### config.mk
export PLATFORM = sky130hd
export DESIGN_NAME = counting_semaphore_fifo_waiters_unit
export DESIGN_NICKNAME = d
export VERILOG_FILES = /design/src/hdl/csfw_pkg.sv /design/src/hdl/csfw_ram.sv /design/src/hdl/csfw_ctrl.sv /design/src/hdl/csfw_outq.sv /design/src/hdl/counting_semaphore_fifo_waiters_unit.sv
export SDC_FILE = /design/constraint.sdc
export NUM_CORES = 1
export LEC_CHECK = 0
export ABC_AREA = 1
export BUFFER_PORTS_ARGS = -buffer_cell sky130_fd_sc_hd__buf_2
export CAP_MARGIN = 40
export CELL_PAD_IN_SITES_DETAIL_PLACEMENT = 0
export CELL_PAD_IN_SITES_GLOBAL_PLACEMENT = 1
export CORE_MARGIN = 3
export CORE_UTILIZATION = 43
export DETAILED_ROUTE_END_ITERATION = 8
export MAX_ROUTING_LAYER = met4
export PLACE_DENSITY = 0.83
export REMOVE_ABC_BUFFERS = 1
export SYNTH_ARGS = -nofsm -noshare
export SYNTH_HDL_FRONTEND = slang
export SYNTH_SLANG_ARGS = --single-unit
### constraint.sdc
create_clock -name clk -period 2.2 [get_ports clk]
set_input_delay 0.22 -clock clk [delete_from_list [all_inputs] [get_ports clk]]
set_output_delay 0.22 -clock clk [all_outputs]
set_load 0.01 [all_outputs]
### src/hdl/csfw_pkg.sv
// Shared types and codes for the counting semaphore with a waiter queue.
// No dependencies; imported by csfw_ctrl, csfw_outq and the top unit.
package csfw_pkg;

  localparam int ID_W    = 16;
  localparam int COUNT_W = 16;
  localparam logic [COUNT_W-1:0] COUNT_MAX = 16'hFFFF;

  localparam logic OP_RELEASE = 1'b0;
  localparam logic OP_ACQUIRE = 1'b1;

  localparam logic [1:0] ST_ACK    = 2'd0;
  localparam logic [1:0] ST_GRANT  = 2'd1;
  localparam logic [1:0] ST_REJECT = 2'd2;

  // One decided request waiting to be turned into results.
  typedef struct packed {
    logic [1:0]      status;
    logic [ID_W-1:0] id;
    logic            pair;    // a hand-over grant follows the acknowledge
  } csfw_item_t;

endpackage

### src/hdl/csfw_ram.sv
// Generic single-write, single-read RAM with registered read data.
// No dependencies.
module csfw_ram #(
  parameter int WIDTH = 16,
  parameter int DEPTH = 4
) (
  input  logic                                   clk,
  input  logic                                   wr_en,
  input  logic [((DEPTH > 1) ? $clog2(DEPTH) : 1)-1:0] wr_addr,
  input  logic [WIDTH-1:0]                       wr_data,
  input  logic                                   rd_en,
  input  logic [((DEPTH > 1) ? $clog2(DEPTH) : 1)-1:0] rd_addr,
  output logic [WIDTH-1:0]                       rd_data
);

  logic [WIDTH-1:0] mem [DEPTH];

  always_ff @(posedge clk) begin
    if (wr_en) begin
      mem[wr_addr] <= wr_data;
    end
    if (rd_en) begin
      rd_data <= mem[rd_addr];
    end
  end

endmodule

### src/hdl/csfw_ctrl.sv
// Semaphore count, waiter ring control and the decision register.
// Depends on csfw_pkg and csfw_ram.
module csfw_ctrl import csfw_pkg::*; #(
  parameter int QUEUE_DEPTH = 4,
  parameter int ID_BITS     = 16
) (
  input  logic            clk,
  input  logic            rst,
  input  logic            req_valid,
  output logic            req_ready,
  input  logic            req_op,
  input  logic [ID_W-1:0] req_id,
  output logic            item_valid,
  output csfw_item_t      item,
  output logic [ID_W-1:0] grant_id,
  input  logic            take
);

  localparam int ADDR_W = (QUEUE_DEPTH > 1) ? $clog2(QUEUE_DEPTH) : 1;
  localparam int OCC_W  = $clog2(QUEUE_DEPTH + 1);
  localparam int SUM_W  = ADDR_W + 1;

  logic [COUNT_W-1:0] count, count_next;
  logic [ADDR_W-1:0]  head, head_next;
  logic [OCC_W-1:0]   occ, occ_next;
  logic               item_valid_next;
  csfw_item_t         item_next;

  logic               accept;
  logic               has_wait, queue_full;
  logic               push, pop;
  logic [SUM_W-1:0]   tail_sum;
  logic [ADDR_W-1:0]  tail;
  logic [ID_BITS-1:0] id_store;
  logic [ID_W-1:0]    id_back;
  logic [ID_BITS-1:0] rd_data;

  if (ID_BITS >= ID_W) begin : g_wide_id
    assign id_store = ID_BITS'(req_id);
    assign id_back  = id_store[ID_W-1:0];
    assign grant_id = rd_data[ID_W-1:0];
  end else begin : g_narrow_id
    assign id_store = req_id[ID_BITS-1:0];
    assign id_back  = ID_W'(id_store);
    assign grant_id = ID_W'(rd_data);
  end

  assign req_ready  = !item_valid || take;
  assign accept     = req_valid && req_ready;
  assign has_wait   = (occ != '0);
  assign queue_full = (occ == OCC_W'(QUEUE_DEPTH));

  assign pop  = accept && (req_op == OP_RELEASE) && has_wait;
  assign push = accept && (req_op == OP_ACQUIRE) && (count == '0) && !queue_full;

  // The tail wraps at most once, so one compare and subtract is enough.
  assign tail_sum = {1'b0, head} + SUM_W'(occ);
  always_comb begin
    if (tail_sum >= SUM_W'(QUEUE_DEPTH)) begin
      tail = ADDR_W'(tail_sum - SUM_W'(QUEUE_DEPTH));
    end else begin
      tail = ADDR_W'(tail_sum);
    end
  end

  always_comb begin
    count_next      = count;
    head_next       = head;
    occ_next        = occ;
    item_valid_next = item_valid && !take;
    item_next       = item;
    if (accept) begin
      item_valid_next = 1'b1;
      item_next.id    = id_back;
      item_next.pair  = 1'b0;
      if (req_op == OP_RELEASE) begin
        item_next.status = ST_ACK;
        if (has_wait) begin
          item_next.pair = 1'b1;
          occ_next       = occ - OCC_W'(1);
          if (head == ADDR_W'(QUEUE_DEPTH - 1)) begin
            head_next = '0;
          end else begin
            head_next = head + ADDR_W'(1);
          end
        end else if (count != COUNT_MAX) begin
          count_next = count + COUNT_W'(1);
        end
      end else if (count != '0) begin
        item_next.status = ST_GRANT;
        count_next       = count - COUNT_W'(1);
      end else if (!queue_full) begin
        // Queued without a result.
        item_valid_next = 1'b0;
        occ_next        = occ + OCC_W'(1);
      end else begin
        item_next.status = ST_REJECT;
      end
    end
  end

  always_ff @(posedge clk) begin
    if (rst) begin
      count      <= '0;
      head       <= '0;
      occ        <= '0;
      item_valid <= 1'b0;
    end else begin
      count      <= count_next;
      head       <= head_next;
      occ        <= occ_next;
      item_valid <= item_valid_next;
    end
    item <= item_next;
  end

  csfw_ram #(
    .WIDTH (ID_BITS),
    .DEPTH (QUEUE_DEPTH)
  ) u_queue (
    .clk     (clk),
    .wr_en   (push),
    .wr_addr (tail),
    .wr_data (id_store),
    .rd_en   (pop),
    .rd_addr (head),
    .rd_data (rd_data)
  );

`ifndef SYNTHESIS
  // Requesters only wait while no unit is free.
  a_wait_only_when_empty: assert property (@(posedge clk) disable iff (rst)
    (count != '0) |-> (occ == '0))
    else $error("waiters present while the count is nonzero");

  a_occ_bound: assert property (@(posedge clk) disable iff (rst)
    occ <= OCC_W'(QUEUE_DEPTH))
    else $error("queue occupancy beyond depth");

  a_pop_pairs: assert property (@(posedge clk) disable iff (rst)
    pop |=> (item_valid && item.pair && item.status == ST_ACK))
    else $error("hand-over without a paired acknowledge");
`endif

endmodule

### src/hdl/csfw_outq.sv
// Result register that sends one or two results for each decided request.
// Depends on csfw_pkg.
module csfw_outq import csfw_pkg::*; (
  input  logic            clk,
  input  logic            rst,
  input  logic            item_valid,
  input  csfw_item_t      item,
  input  logic [ID_W-1:0] grant_id,
  output logic            take,
  output logic            out_valid,
  input  logic            out_ready,
  output logic [1:0]      out_status,
  output logic [ID_W-1:0] out_id,
  output logic            out_last
);

  logic            second;
  logic [ID_W-1:0] grant_q;
  logic            free;

  // The register frees up once its final result of the request goes out.
  assign free = !out_valid || (out_ready && !second);
  assign take = item_valid && free;

  always_ff @(posedge clk) begin
    if (rst) begin
      out_valid <= 1'b0;
      second    <= 1'b0;
    end else if (take) begin
      out_valid <= 1'b1;
      second    <= item.pair;
    end else if (out_valid && out_ready) begin
      if (!second) begin
        out_valid <= 1'b0;
      end
      second <= 1'b0;
    end
  end

  always_ff @(posedge clk) begin
    if (take) begin
      out_status <= item.status;
      out_id     <= item.id;
      out_last   <= !item.pair;
      grant_q    <= grant_id;
    end else if (out_valid && out_ready && second) begin
      out_status <= ST_GRANT;
      out_id     <= grant_q;
      out_last   <= 1'b1;
    end
  end

`ifndef SYNTHESIS
  a_grant_follows: assert property (@(posedge clk) disable iff (rst)
    (out_valid && out_ready && !out_last) |=>
      (out_valid && out_last && out_status == ST_GRANT))
    else $error("acknowledge not followed by the hand-over grant");

  a_second_tracks_last: assert property (@(posedge clk) disable iff (rst)
    out_valid |-> (second == !out_last))
    else $error("pending grant flag out of step with last");
`endif

endmodule

### src/hdl/counting_semaphore_fifo_waiters_unit.sv
// Channel  Dir  tdata              tuser           tlast
// s_       in   requester_id[15:0] op[0]           -
// m_       out  target_id[15:0]    status[1:0]     last result of a request
//
// A request is decided in the cycle it is accepted and lands in a decision
// register at the accepting edge; its first result moves into the result
// register once that register is free, and shows on m_ from there.
// Each request gives one result, except a release that hands a unit to a
// waiter, which gives an acknowledge and then a grant.
// A queued acquire gives no result.
// Reset is synchronous and clears the count and queue pointers; stalls on
// m_tready back up through the result register into s_tready.
// Depends on csfw_pkg, csfw_ctrl, csfw_outq and csfw_ram.
module counting_semaphore_fifo_waiters_unit import csfw_pkg::*; #(
  parameter int QUEUE_DEPTH = 4,
  parameter int ID_BITS     = 16
) (
  input  logic            clk,
  input  logic            rst,
  input  logic            s_tvalid,
  output logic            s_tready,
  input  logic [ID_W-1:0] s_tdata,   // requester_id
  input  logic [0:0]      s_tuser,   // op
  output logic            m_tvalid,
  input  logic            m_tready,
  output logic [ID_W-1:0] m_tdata,   // target_id
  output logic [1:0]      m_tuser,   // status
  output logic            m_tlast
);

  logic            item_valid;
  csfw_item_t      item;
  logic [ID_W-1:0] grant_id;
  logic            take;

  csfw_ctrl #(
    .QUEUE_DEPTH (QUEUE_DEPTH),
    .ID_BITS     (ID_BITS)
  ) u_ctrl (
    .clk        (clk),
    .rst        (rst),
    .req_valid  (s_tvalid),
    .req_ready  (s_tready),
    .req_op     (s_tuser[0]),
    .req_id     (s_tdata),
    .item_valid (item_valid),
    .item       (item),
    .grant_id   (grant_id),
    .take       (take)
  );

  csfw_outq u_outq (
    .clk        (clk),
    .rst        (rst),
    .item_valid (item_valid),
    .item       (item),
    .grant_id   (grant_id),
    .take       (take),
    .out_valid  (m_tvalid),
    .out_ready  (m_tready),
    .out_status (m_tuser),
    .out_id     (m_tdata),
    .out_last   (m_tlast)
  );

endmodule
==> flow_metrics.env <==
export IMPL_yosys_top_cells_area="edfxtp_1 59%, nand2_1 10%, dfxtp_1 7.0%, nor2_1 4.4%, inv_1 3.7%"
export IMPL_syn_inst=657
export IMPL_hold_ws_ns=0.0449
export IMPL_multi_input_comb_area_mm2=0.00200
export IMPL_viasPerCell=4.89
export IMPL_clk_pin_slew_ns=0.06
export IMPL_slowest_stage="dfxtp_1"
export IMPL_cpMostUsedCell="nor2_1"
export IMPL_h_tree_depth=4
export IMPL_nNetsFinal=754
export IMPL_syn_area_per_cell_um2=10.4
export IMPL_row_count=45
export IMPL_ys_warnings_count=0
export IMPL_grt_pass1_wl_mm=22.5
export IMPL_overflow=0
export IMPL_placed_cells=907
export IMPL_synth_compound_area_share_pct=6.04
export IMPL_die_w_um=132
export IMPL_outcome="complete, no violations"
export IMPL_worstPathRequired_ns=2.30
export IMPL_grt_start_max_net_pins=31
export IMPL_initial_core_util_pct=44.6
export IMPL_fillers=1325
export IMPL_synth_fa_ha_area_share_pct=3.51
export IMPL_cts_buffer_depth=2
export IMPL_fin_crit_sh_pct=90.7
export IMPL_synth_top_cell_by_area="edfxtp_1"
export IMPL_clock_latency_ns=0.42
export IMPL_syn_to_final_growth_pct=15.6
export IMPL_cts_buffers_inserted=17
export IMPL_cts_hold_buffers=0
export IMPL_synth_top_family_by_area="simple AND/OR/NAND/NOR gates"
export IMPL_cp_arrival_ns=2.10
export IMPL_synthMuxAreaShare_pct=0
export IMPL_finalSetupViolCount=0
export IMPL_critPathMaxStageDelay_ns=0.34
export IMPL_power_mw=7.25
export IMPL_endpoint_kind="register"
export IMPL_fin_crit_ns=1.99
export IMPL_clkSinkCount=158
export IMPL_ys_seq_elements=158
export IMPL_antenna_found_initial=0
export IMPL_n_antenna_cell=0
export IMPL_ys_seq_area_share_pct=65.7
export IMPL_powerDensity_mw_per_mm2=915
export IMPL_instances_no_fill=937
export IMPL_gp_congestion=0.826
export IMPL_max_cap_violations=0
export IMPL_ys_types=31
export IMPL_crit_type="register to register"
export IMPL_io_buffers=41
export IMPL_synth_xor_area_share_pct=1.28
export IMPL_vdd_ir_drop_max_uv=647
export IMPL_total_leakage_power_nw=3.27
export IMPL_die_y_um=132
export IMPL_vias=4579
export IMPL_layout_drive_gt1_share_pct=13.9
export IMPL_cts_tree="built"
export IMPL_hpwlAfterDp_mm=9.54
export IMPL_hold_violations=0
export IMPL_rsz0062_at_grt="no"
export IMPL_fin_setup_tns_ns=0
export IMPL_postSynth_asyncResetShare_pct=0
export IMPL_routedWlPerCell_um=14.7
export IMPL_max_freq_mhz=501
export IMPL_regArea_mm2=0.00450
export IMPL_wl_mm=13.7
export IMPL_cts_setup_buffers=0
export IMPL_cts_resized_gates=0
export IMPL_synthSimpleGateAreaFrac_pct=18.3
export IMPL_worstPathMaxFanout=16
export IMPL_drc=0
export IMPL_track_usage_pct=16.9
export IMPL_tightest_slew_ns=0.510
export IMPL_finalMaxSlewViolations=0
export IMPL_dr_pass1_iters=5
export IMPL_crit_chain="nor2_1 -> nand2_1 -> nor2_1 -> nand3_2 -> or2_1 -> nor2_2 -> nand2_1 -> nor2_1 -> buf_4"
export IMPL_max_slew_margin_pct=66.0
export IMPL_clock_skew_ns=0.00872
export IMPL_yosysTopAreaCellShare_pct=58.7
export IMPL_drt_initial_drc_count=375
export IMPL_die_area_mm2=0.0175
export IMPL_synth_edf_count=134
export IMPL_start_kind="register"
export IMPL_fin_util_pct=51.5
export IMPL_root_buffer="clkbuf_16"
export IMPL_grt_pass1_vias=4530
export IMPL_min_delay_path_class="input port to register"
export IMPL_ys_flop_type="edfxtp_1"
export IMPL_ant_nets=0
export IMPL_io_pins=42
export IMPL_core_area_mm2=0.0154
export IMPL_netlist_area_mm2=0.00685
-- layout by cell type (no fill, tap or decap), types with 14 or more instances in the layout --
| cell | instances |
|---|---|
| o22ai_1 | 16 |
| inv_1 | 67 |
| nand2_1 | 184 |
| dfxtp_1 | 24 |
| o21ai_0 | 33 |
| a21oi_1 | 24 |
| buf_4 | 14 |
| buf_2 | 41 |
| nor2_1 | 81 |
| ha_1 | 16 |
| nand3_1 | 18 |
| clkbuf_16 | 17 |
| edfxtp_1 | 134 |
-- per-layer routing --
metal / GRT usage, % / wire (um) / vias up / part of all wire (%)
met5: - / 0 / - / 0
met2: 27.3 / 6610 / 93 / 48
met4: 6.18 / 225 / 0 / 1.6
li1: - / - / 2307 / -
met1: 21.1 / 6420 / 2163 / 47
met3: 3.78 / 486 / 16 / 3.5
-- logic make-up (layout without fill, tap and decap cells) --
logic type      Yosys count  count (layout)
flops                   158             158
buf+inv                  88             157
compound gates           78              78
fa+ha+maj                18              18
xor+xnor                 10              10
simple gates            305             305
-- per-stage QoR --
| stage | instance area, um^2 | setup slack (ns) |
|---|---|---|
| detailed placement | 7370 | 0.206 |
| floorplan | 6760 | -0.438 |
| CTS | 7920 | 0.191 |
| global placement | 7340 | 0.298 |
| global route | 7920 | 0.0488 |
| finish | 7920 | 0.206 |
-- final cells by class --
cell class,count,area share (%)
inverters,70,3.32
clock inverters,9,1.39
well taps,211,3.33
flip-flops and latches,158,56.9
multi-input cells,411,25.2
clock buffers,21,5.56
repair buffers,57,4.30
-- synthesized netlist by cell type (7+ instances only) --
master	n
a21oi_1	24
clkbuf_1	11
dfxtp_1	24
edfxtp_1	134
ha_1	16
inv_1	67
nand2_1	184
nand3_1	18
nor2_1	81
o21ai_0	34
o22ai_1	16
xor2_1	7
-- power by group --
group / switching [mW] / internal, mW
combinational: 0.649 / 0.337
sequential: 0.0834 / 3.41
clock: 1.10 / 1.66
-- critical path, delay by kind of cell (launching register included) --
family / cells / cell delay (ns)
buffers and inverters: 1 / 0.26
DFF: 1 / 0.34
and+or+nand+nor: 8 / 1.08
-- flip-flops by register name, summed over array words and instances, names as in the netlist --
name                    count
u_ctrl.u_queue.rd_data     16
u_ctrl.item                19
u_ctrl.head                 2
u_ctrl.occ                  3
u_ctrl.count               16
u_ctrl.u_queue.mem         64
u_outq.out_status           2
u_ctrl.item_valid           1
u_outq.out_valid            1
u_outq.out_id              16
u_outq.second               1
u_outq.grant_q             16
u_outq.out_last             1
-- path summary, 6_finish.rpt --
kind / slack, ns / start / to / cells past startpoint
setup / recovery: 0.21 / u_ctrl.count[10] / u_ctrl.u_queue.mem[3][14] / 9
hold / removal: 0.04 / s_tdata[8] / u_ctrl.item[9] / 1
setup reg to reg: 0.21 / u_ctrl.count[10] / u_ctrl.u_queue.mem[3][14] / 9
hold reg to reg: 0.42 / u_ctrl.u_queue.rd_data[8] / u_outq.grant_q[8] / 0
Power figures use the tool's default switching activity.
